--- src/sv/double_ended_queue_core_defines.svh ---
// Assertion macros for the double-ended queue core.
// Included by the top level; depends on nothing else.
`ifndef DOUBLE_ENDED_QUEUE_CORE_DEFINES_SVH
`define DOUBLE_ENDED_QUEUE_CORE_DEFINES_SVH

// Same-cycle implication, disabled while reset is asserted.
`define DEQ_ASSERT_NOW(label, clk, rst_n, cond, prop) \
    label: assert property (@(posedge clk) disable iff (!(rst_n)) (cond) |-> (prop)) \
        else $error("deq assertion failed");

// Next-cycle implication, disabled while reset is asserted.
`define DEQ_ASSERT_NEXT(label, clk, rst_n, cond, prop) \
    label: assert property (@(posedge clk) disable iff (!(rst_n)) (cond) |=> (prop)) \
        else $error("deq assertion failed");

`endif

--- src/sv/deq_pkg.sv ---
// Shared constants, codes and transaction types of the double-ended queue.
// No dependencies.
`default_nettype none

package deq_pkg;

    localparam int DEPTH       = 16;
    localparam int IDX_W       = (DEPTH > 1) ? $clog2(DEPTH) : 1;
    localparam int CNT_W       = $clog2(DEPTH + 1);
    localparam int SUM_W       = IDX_W + 1;
    localparam int VALUE_W     = 32;
    localparam int KIND_W      = 3;
    localparam int STATUS_W    = 2;
    localparam int IN_TDATA_W  = VALUE_W;
    localparam int OUT_TDATA_W = ((CNT_W + VALUE_W + 7) / 8) * 8;

    typedef enum logic [KIND_W-1:0] {
        REQ_PUSH_FRONT = 3'd0,
        REQ_PUSH_BACK  = 3'd1,
        REQ_POP_FRONT  = 3'd2,
        REQ_POP_BACK   = 3'd3,
        REQ_CLEAR      = 3'd4
    } t_req_kind;

    typedef enum logic [STATUS_W-1:0] {
        ST_DONE  = 2'd0,
        ST_EMPTY = 2'd1,
        ST_FULL  = 2'd2
    } t_status;

    typedef struct packed {
        logic                      valid;
        t_req_kind                 kind;
        logic signed [VALUE_W-1:0] value;
    } t_req;

    typedef struct packed {
        t_status                   status;
        logic [CNT_W-1:0]          count;
        logic signed [VALUE_W-1:0] popped;
    } t_rsp;

    function automatic logic [IDX_W-1:0] ring_wrap(input logic [SUM_W-1:0] pos);
        logic [SUM_W-1:0] folded;
        folded = (pos >= SUM_W'(DEPTH)) ? (pos - SUM_W'(DEPTH)) : pos;
        return folded[IDX_W-1:0];
    endfunction

endpackage

`default_nettype wire

--- src/sv/deq_ring.sv ---
// Ring storage, front pointer and entry count; computes one response per request.
// Depends on deq_pkg.
`default_nettype none

module deq_ring (
    input  wire logic          i_clk,
    input  wire logic          i_rst_n,
    input  wire deq_pkg::t_req i_req,
    output deq_pkg::t_rsp      o_rsp
);
    import deq_pkg::*;

    logic signed [VALUE_W-1:0] r_entries [DEPTH];
    logic [IDX_W-1:0]          r_front;
    logic [CNT_W-1:0]          r_count;
    logic [IDX_W-1:0]          n_front;
    logic [CNT_W-1:0]          n_count;

    logic             wr_en;
    logic [IDX_W-1:0] wr_idx;
    logic [IDX_W-1:0] rd_idx;
    logic             pop_en;
    t_status          status;
    logic             full;
    logic             empty;
    logic [IDX_W-1:0] front_dec;
    logic [IDX_W-1:0] front_inc;
    logic [IDX_W-1:0] back_pos;
    logic [IDX_W-1:0] last_pos;

    assign full      = (r_count == CNT_W'(DEPTH));
    assign empty     = (r_count == '0);
    assign front_dec = (r_front == '0) ? IDX_W'(DEPTH - 1) : (r_front - 1'b1);
    assign front_inc = ring_wrap(SUM_W'(r_front) + SUM_W'(1));
    assign back_pos  = ring_wrap(SUM_W'(r_front) + SUM_W'(r_count));
    assign last_pos  = ring_wrap(SUM_W'(r_front) + SUM_W'(r_count) - SUM_W'(1));

    always_comb begin
        n_front = r_front;
        n_count = r_count;
        wr_en   = 1'b0;
        wr_idx  = back_pos;
        rd_idx  = r_front;
        pop_en  = 1'b0;
        status  = ST_DONE;
        unique case (i_req.kind)
            REQ_PUSH_FRONT: begin
                if (full) begin
                    status = ST_FULL;
                end else begin
                    n_front = front_dec;
                    wr_idx  = front_dec;
                    wr_en   = 1'b1;
                    n_count = r_count + 1'b1;
                end
            end
            REQ_PUSH_BACK: begin
                if (full) begin
                    status = ST_FULL;
                end else begin
                    wr_idx  = back_pos;
                    wr_en   = 1'b1;
                    n_count = r_count + 1'b1;
                end
            end
            REQ_POP_FRONT: begin
                if (empty) begin
                    status = ST_EMPTY;
                end else begin
                    rd_idx  = r_front;
                    pop_en  = 1'b1;
                    n_front = front_inc;
                    n_count = r_count - 1'b1;
                end
            end
            REQ_POP_BACK: begin
                if (empty) begin
                    status = ST_EMPTY;
                end else begin
                    rd_idx  = last_pos;
                    pop_en  = 1'b1;
                    n_count = r_count - 1'b1;
                end
            end
            REQ_CLEAR: begin
                n_front = '0;
                n_count = '0;
            end
            default: begin
            end
        endcase
    end

    always_ff @(posedge i_clk) begin
        if (!i_rst_n) begin
            r_front <= '0;
            r_count <= '0;
        end else if (i_req.valid) begin
            r_front <= n_front;
            r_count <= n_count;
        end
    end

    always_ff @(posedge i_clk) begin
        if (i_req.valid && wr_en) begin
            r_entries[wr_idx] <= i_req.value;
        end
    end

    assign o_rsp.status = status;
    assign o_rsp.count  = n_count;
    assign o_rsp.popped = pop_en ? r_entries[rd_idx] : '0;

endmodule

`default_nettype wire

--- src/sv/double_ended_queue_core.sv ---
// Double-ended queue core: throughput one transaction per cycle unless m_tready
// holds the result register full; the request register feeds the ring
// update, whose response is held in the result register until taken.
// Reset (synchronous, active low) empties the queue and drops any held
// transaction; stored values are not cleared and are unreachable until pushed.
// Depends on deq_pkg, deq_ring and double_ended_queue_core_defines.svh.
`default_nettype none
`include "double_ended_queue_core_defines.svh"

module double_ended_queue_core (
    input  wire logic                            i_clk,
    input  wire logic                            i_rst_n,
    input  wire logic                            s_tvalid,
    output logic                                 s_tready,
    input  wire logic [deq_pkg::IN_TDATA_W-1:0]  s_tdata,  // push_value
    input  wire logic [deq_pkg::KIND_W-1:0]      s_tuser,  // req_type
    output logic                                 m_tvalid,
    input  wire logic                            m_tready,
    output logic [deq_pkg::OUT_TDATA_W-1:0]      m_tdata,  // entry_count, popped_value, pad
    output logic [deq_pkg::STATUS_W-1:0]         m_tuser   // status
);
    import deq_pkg::*;

    logic                      r_in_valid;
    t_req_kind                 r_in_kind;
    logic signed [VALUE_W-1:0] r_in_value;
    logic                      r_out_valid;
    t_rsp                      r_rsp;

    logic advance;
    t_req req;
    t_rsp rsp;

    assign advance  = r_in_valid && (!r_out_valid || m_tready);
    assign s_tready = !r_in_valid || advance;

    // hold the request until the result register can take its response
    always_ff @(posedge i_clk) begin
        if (!i_rst_n) begin
            r_in_valid <= 1'b0;
        end else if (s_tready) begin
            r_in_valid <= s_tvalid;
        end
    end

    always_ff @(posedge i_clk) begin
        if (s_tvalid && s_tready) begin
            r_in_kind  <= t_req_kind'(s_tuser);
            r_in_value <= s_tdata[VALUE_W-1:0];
        end
    end

    assign req.valid = advance;
    assign req.kind  = r_in_kind;
    assign req.value = r_in_value;

    deq_ring u_ring (
        .i_clk  (i_clk),
        .i_rst_n(i_rst_n),
        .i_req  (req),
        .o_rsp  (rsp)
    );

    always_ff @(posedge i_clk) begin
        if (!i_rst_n) begin
            r_out_valid <= 1'b0;
        end else if (advance) begin
            r_out_valid <= 1'b1;
        end else if (m_tready) begin
            r_out_valid <= 1'b0;
        end
    end

    always_ff @(posedge i_clk) begin
        if (advance) begin
            r_rsp <= rsp;
        end
    end

    assign m_tvalid = r_out_valid;
    assign m_tdata  = OUT_TDATA_W'({r_rsp.popped, r_rsp.count});
    assign m_tuser  = r_rsp.status;

    `DEQ_ASSERT_NOW(a_full_count, i_clk, i_rst_n, r_out_valid && r_rsp.status == ST_FULL, r_rsp.count == CNT_W'(DEPTH))
    `DEQ_ASSERT_NOW(a_empty_rsp, i_clk, i_rst_n, r_out_valid && r_rsp.status == ST_EMPTY, r_rsp.count == '0 && r_rsp.popped == '0)
    `DEQ_ASSERT_NEXT(a_issue, i_clk, i_rst_n, r_in_valid && !r_out_valid, r_out_valid)

endmodule

`default_nettype wire
--- config.mk ---
export PLATFORM = sky130hd
export DESIGN_NAME = double_ended_queue_core
export DESIGN_NICKNAME = d
export VERILOG_FILES = /design/src/sv/deq_pkg.sv /design/src/sv/deq_ring.sv /design/src/sv/double_ended_queue_core.sv
export VERILOG_INCLUDE_DIRS = /design/src /design/src/sv
export SDC_FILE = /design/constraint.sdc
export NUM_CORES = 1
export LEC_CHECK = 0
export ABC_AREA = 1
export BUFFER_PORTS_ARGS = -buffer_cell sky130_fd_sc_hd__buf_4
export CAP_MARGIN = 20
export CORE_MARGIN = 1
export CORE_UTILIZATION = 50
export CTS_CLUSTER_SIZE = 16
export DETAILED_ROUTE_END_ITERATION = 12
export GPL_ROUTABILITY_DRIVEN = 1
export PLACE_DENSITY = 0.66
export SETUP_SLACK_MARGIN = 0.3
export SKIP_CTS_REPAIR_TIMING = 1
export SYNTH_ARGS = -nofsm -noshare
export SYNTH_HDL_FRONTEND = slang
export SYNTH_SLANG_ARGS = --single-unit
--- constraint.sdc ---
create_clock -name i_clk -period 7.92 [get_ports i_clk]
set_input_delay 2.376 -clock i_clk [delete_from_list [all_inputs] [get_ports i_clk]]
set_output_delay 2.376 -clock i_clk [all_outputs]
set_load 0.01 [all_outputs]
# After elaboration in Yosys (flattened, before gate mapping)
# Memory sizes are Yosys's and may differ from the RTL's. A register that Yosys moved wholly into a read port is not among the register bits.
# Cells that the tools add are included.
# word_totals
memories	1
register_bits	53
ram_bits	512
in_bits	39
out_inout_bits	44
wordCells	69
# mem_list
memory	depth	word_bits	read_ports	rd_clocked_by_memory_dff	write_ports	line	rtl
u_ring.r_entries	16	32	1	1	1	deq_ring.sv:13	logic signed [VALUE_W-1:0] r_entries [DEPTH];
# op_classes
n_eq_ne	7
n_reduce_logical	16
addsub	9
magnitude_cmp	3
muxes	25
# ops
cell	count
$mux 4	10
$sub 4x1->4 const B	4
$ge 5x5->1 const B	3
$pmux 5 s3	1
$pmux 4 s3	1
$mux 5	2
$sub 5x1->5 const B	2
$mux 1	9
$eq 3x2->1 const B	2
$add 4x1->5 const B	1
$add 4x5->5	1
$add 5x1->5 const B	1
$eq 5x5->1 const B	1
$logic_not 5->1	1
$logic_not 4->1	1
$ne 2x2->1 const B	2
$pmux 2 s2	1
$reduce_and 4->1	1
$reduce_or 2->1	2
$eq 3x1->1 const B	1
$eq 3x3->1 const B	1
$logic_and 1x1->1	3
$logic_not 1->1	3
$logic_not 3->1	1
4 further kinds	5

# Logic depth before layout (Yosys ltp)
# logic_depth
depth_word	6
mapped_depth	14
mapped_depth_nobuf	13

# Modules after synthesis
# From an unflattened synthesis, not the netlist that was laid out.
# hier_totals
cells_unflattened	2009
hier_area_um2	24140.7
# by_module_without_submodules
mod	area_per_inst_um2	seq_area_each_um2	cells_per_inst	n_inst
deq_ring	21797.2	15554.9	1918	1
double_ended_queue_core	2343.5	2262.2	91	1

# Worst setup path after synthesis
# Ideal clock, no wire load.
# synth_path
kind	input to output
startpoint	input m_tready
endpoint	output s_tready
path_slack_ns	2.984
t_required_ns	5.544
stages	2
n_path_buf	0
arrival_ns	2.560
cell_sequence	inv_1 -> nand3_1
# synth_via
elab_chain_cells	3
# synth_lines
element	line	rtl
start: declaration	double_ended_queue_core.sv:18	input wire logic m_tready,
$logic_or 1x1->1	double_ended_queue_core.sv:34	assign advance = r_in_valid && (!r_out_valid || m_tready);
$logic_and 1x1->1	double_ended_queue_core.sv:34	
$logic_or 1x1->1	double_ended_queue_core.sv:35	assign s_tready = !r_in_valid || advance;
end: declaration	double_ended_queue_core.sv:14	output logic s_tready,
# Every way passes these cells.

# Worst setup path in the final report
# Ends and elaborated chain as after synthesis.

==> impl_results.md <==
- YS warnings: 0
- Share of layout cells above drive strength 1: under 10%
- GRT Overall Usage: 23.30%
- Routed via count: 17.05k
- Post-route minimum period: about 5.2 ns
- Distinct cell type count after synthesis: 37
- Setup_tns: 0 ns
- Maximum clock rate: slightly below 200 MHz
- Sw Share: around a quarter
- Global-route wire length before repair: 94660 µm
- Power Total: around 0.0070 W
- HP Class: reg2reg
- Die width: ~230 µm
- Total routed wirelength: between 60000 and 70000 µm
- Worst Path Required: about 5.5 ns
- Crit-path max FO: 3
- Number of H-tree levels: 2
- Mapped cell area: 26040 µm²
- Most common flop cell mapped by yosys: edfxtp_1
- Max clock buf depth: 3
- Post-route cell area: just under 30000 µm²
- Core area: approximately 50000 µm²
- #FFs+latches synth: ~600
- TritonCTS clock tree: done
- Synth Instances: roughly 2.4k
- Residual DRC count: 0
- Max cap viols: 0
- TritonRoute pass-1 iters: 6
- Max Slew Vio Count: 0
- CTS root buf: clkbuf_16
- Clock sink count: slightly below 600
- Register share of total power: approximately half
- Final setup viols: 0
- Nature of the critical path endpoint: output port
- Clock power frac: around 41%
- R2r setup slk: between 3 and 4 ns
- Chip Height: 230.2 µm
- Layout area overhead: 13.04%
- Leading area contributor after synthesis: edfxtp_1
- Fin util: between 50 and 60%
- I/O Buffers: 79
- Initial Util: approximately 50%
- Worst skew pair latency: between 0.6 and 0.7 ns
- Outcome: finished clean
- Initial antenna violation count: 0
- Comb power frac: slightly above 8%
- Total CTS buffers: 60
- DIE AREA: 53000 µm²
- Post-DP HPWL: approximately 33000 µm
- Top Ports: 83
- Commonest cells post-synth: nand3_1, edfxtp_1, inv_1
- Initial drt markers: roughly 1.6k
- Psw: approximately 0.0016 W
- Detail Route Antenna Nets: 0
- Multi-input logic area: 5709 µm²
- CP Launch Type: primary input
- Synth area leaders: edfxtp_1, nand3_1, inv_1
- Unrepaired setup endpoints after global routing: false
- Clock transition at path regs: 0.06 ns
- Worst Path Arrival: 2.83 ns
- Final nets: about 2.5k
- Sequential cell area: approximately 18000 µm²
- Top cell type's share of synthesized area: between 60% and 70%
- Largest net degree at the start of global routing: 130
- EDFF count, synth: roughly 600
- Final cycle utilization of the critical path: between 60% and 70%
- Post-Syn Area per Cell: about 11 µm²
- Register area share after synthesis: approximately two thirds
- Worst slew pin tran: around 1.1 ns
- Fill cells: approximately 4.2k
- Area post-placement: 27320 µm²
- Slew headroom: about a quarter
- PD cells: between 200 and 250 nW/µm²
- Number of global-route vias before repair: approximately 16k
- Vias per inst: about 5.3
- Most frequent cell after synthesis: nand3_1
- Crit path kind: in2out
- Static Leak: between 10 and 15 nW
- Maximum vdd drop: roughly 0.19 mV
- Ant. Diodes: 0
- FP Rows: 83
- Ys async rst share: 0%
- Internal: around 0.0053 W
- Drt wl/cell: ~19 µm
- Final Skew: 0.02671 ns
- Final Wtd Congestion: approximately 0.83
- Final Hold Viols: 0
- Congestion Overflow GR: 0
==> sequential cells by signal, indices dropped and copies added (netlist names) <==
register,count
u_ring.r_count,5
m_tvalid,1
m_tuser,2
m_tdata,37
r_in_valid,1
u_ring.r_entries,512
r_in_value,32
r_in_kind,3
u_ring.r_front,4
==> power groups by stage <==
stage / Clock, W / Combinational [W] / Sequential, W
after floorplan: 0 / 0.000378 / 0.00361
after global placement: 0 / 0.000549 / 0.00364
after detailed placement: 0 / 0.000563 / 0.00364
after CTS: 0.00287 / 0.000567 / 0.00357
after global routing: 0.00297 / 0.000626 / 0.00358
final: 0.00284 / 0.000569 / 0.00357
==> stage by stage <==
stage                     cells  hold WS [ns]  setup WS, ns
after floorplan            2436        0.5214         2.984
after global placement     3086        0.5108         2.730
after detailed placement   3093        0.5223         2.703
after CTS                  3200        0.5304         2.702
after global routing       3206        0.5565         2.651
final                      3206        0.5267         2.713
==> placed cells by master, fill, tap and decap left out, types with 5 or more instances in the layout <==
| cell | n |
|---|---|
| buf_16 | 7 |
| ha_1 | 8 |
| a21oi_1 | 40 |
| nand2_1 | 395 |
| o21ai_0 | 13 |
| dfxtp_1 | 11 |
| buf_12 | 6 |
| edfxtp_1 | 586 |
| buf_4 | 98 |
| nor2_4 | 17 |
| clkbuf_1 | 5 |
| a211oi_1 | 5 |
| clkinv_1 | 13 |
| xor2_1 | 7 |
| inv_1 | 544 |
| clkbuf_16 | 61 |
| nand3_1 | 625 |
| clkinv_2 | 12 |
| bufinv_16 | 8 |
| nor2_1 | 19 |
| o21ai_4 | 5 |
==> worst paths after layout <==
path              cells past startpoint          end               from
hold reg to reg                       2     m_tvalid           m_tvalid
setup reg to reg                     11  m_tdata[28]  u_ring.r_front[0]
hold / removal                        2     m_tvalid           m_tvalid
setup / recovery                      4     s_tready           m_tready
==> per-layer routing <==
metal | part of all wire (%) | track usage (%) | routed length, µm | vias to the layer above
met2 | 48 | 38.70 | 29140 | 714
met1 | 43 | 32.13 | 26120 | 8131
met4 | 1.9 | 6.457 | 1187 | 0
met5 | 0 | 0 | 0 | -
li1 | - | - | - | 8115
met3 | 7.6 | 3.224 | 4656 | 93
==> cells by family (layout without fill, tap and decap cells) <==
group           after synthesis  count (layout)  synth area share (%)
xor+xnor                      9               9                0.3027
buf+inv                     675             765                 10.49
simple gates               1072            1072                 18.79
fa+ha+maj                     9               9                0.4612
other cells                   1               3               0.01440
flops                       597             597                 68.41
compound gates               71              71                 1.533
==> worst max-delay path, stage by stage <==
cell and delay [ns]:
buf_4 0.11, inv_1 0.06, nand3_1 0.11, buf_4 0.17
==> layout make-up <==
class	instances	area share (%)
flip-flops and latches	597	60.52
clock inverters	41	1.415
repair buffers	111	3.561
clock buffers	66	5.249
multi-input cells	1164	19.39
well taps	680	2.890
inverters	547	6.974
(Power assumes the default switching activity.)
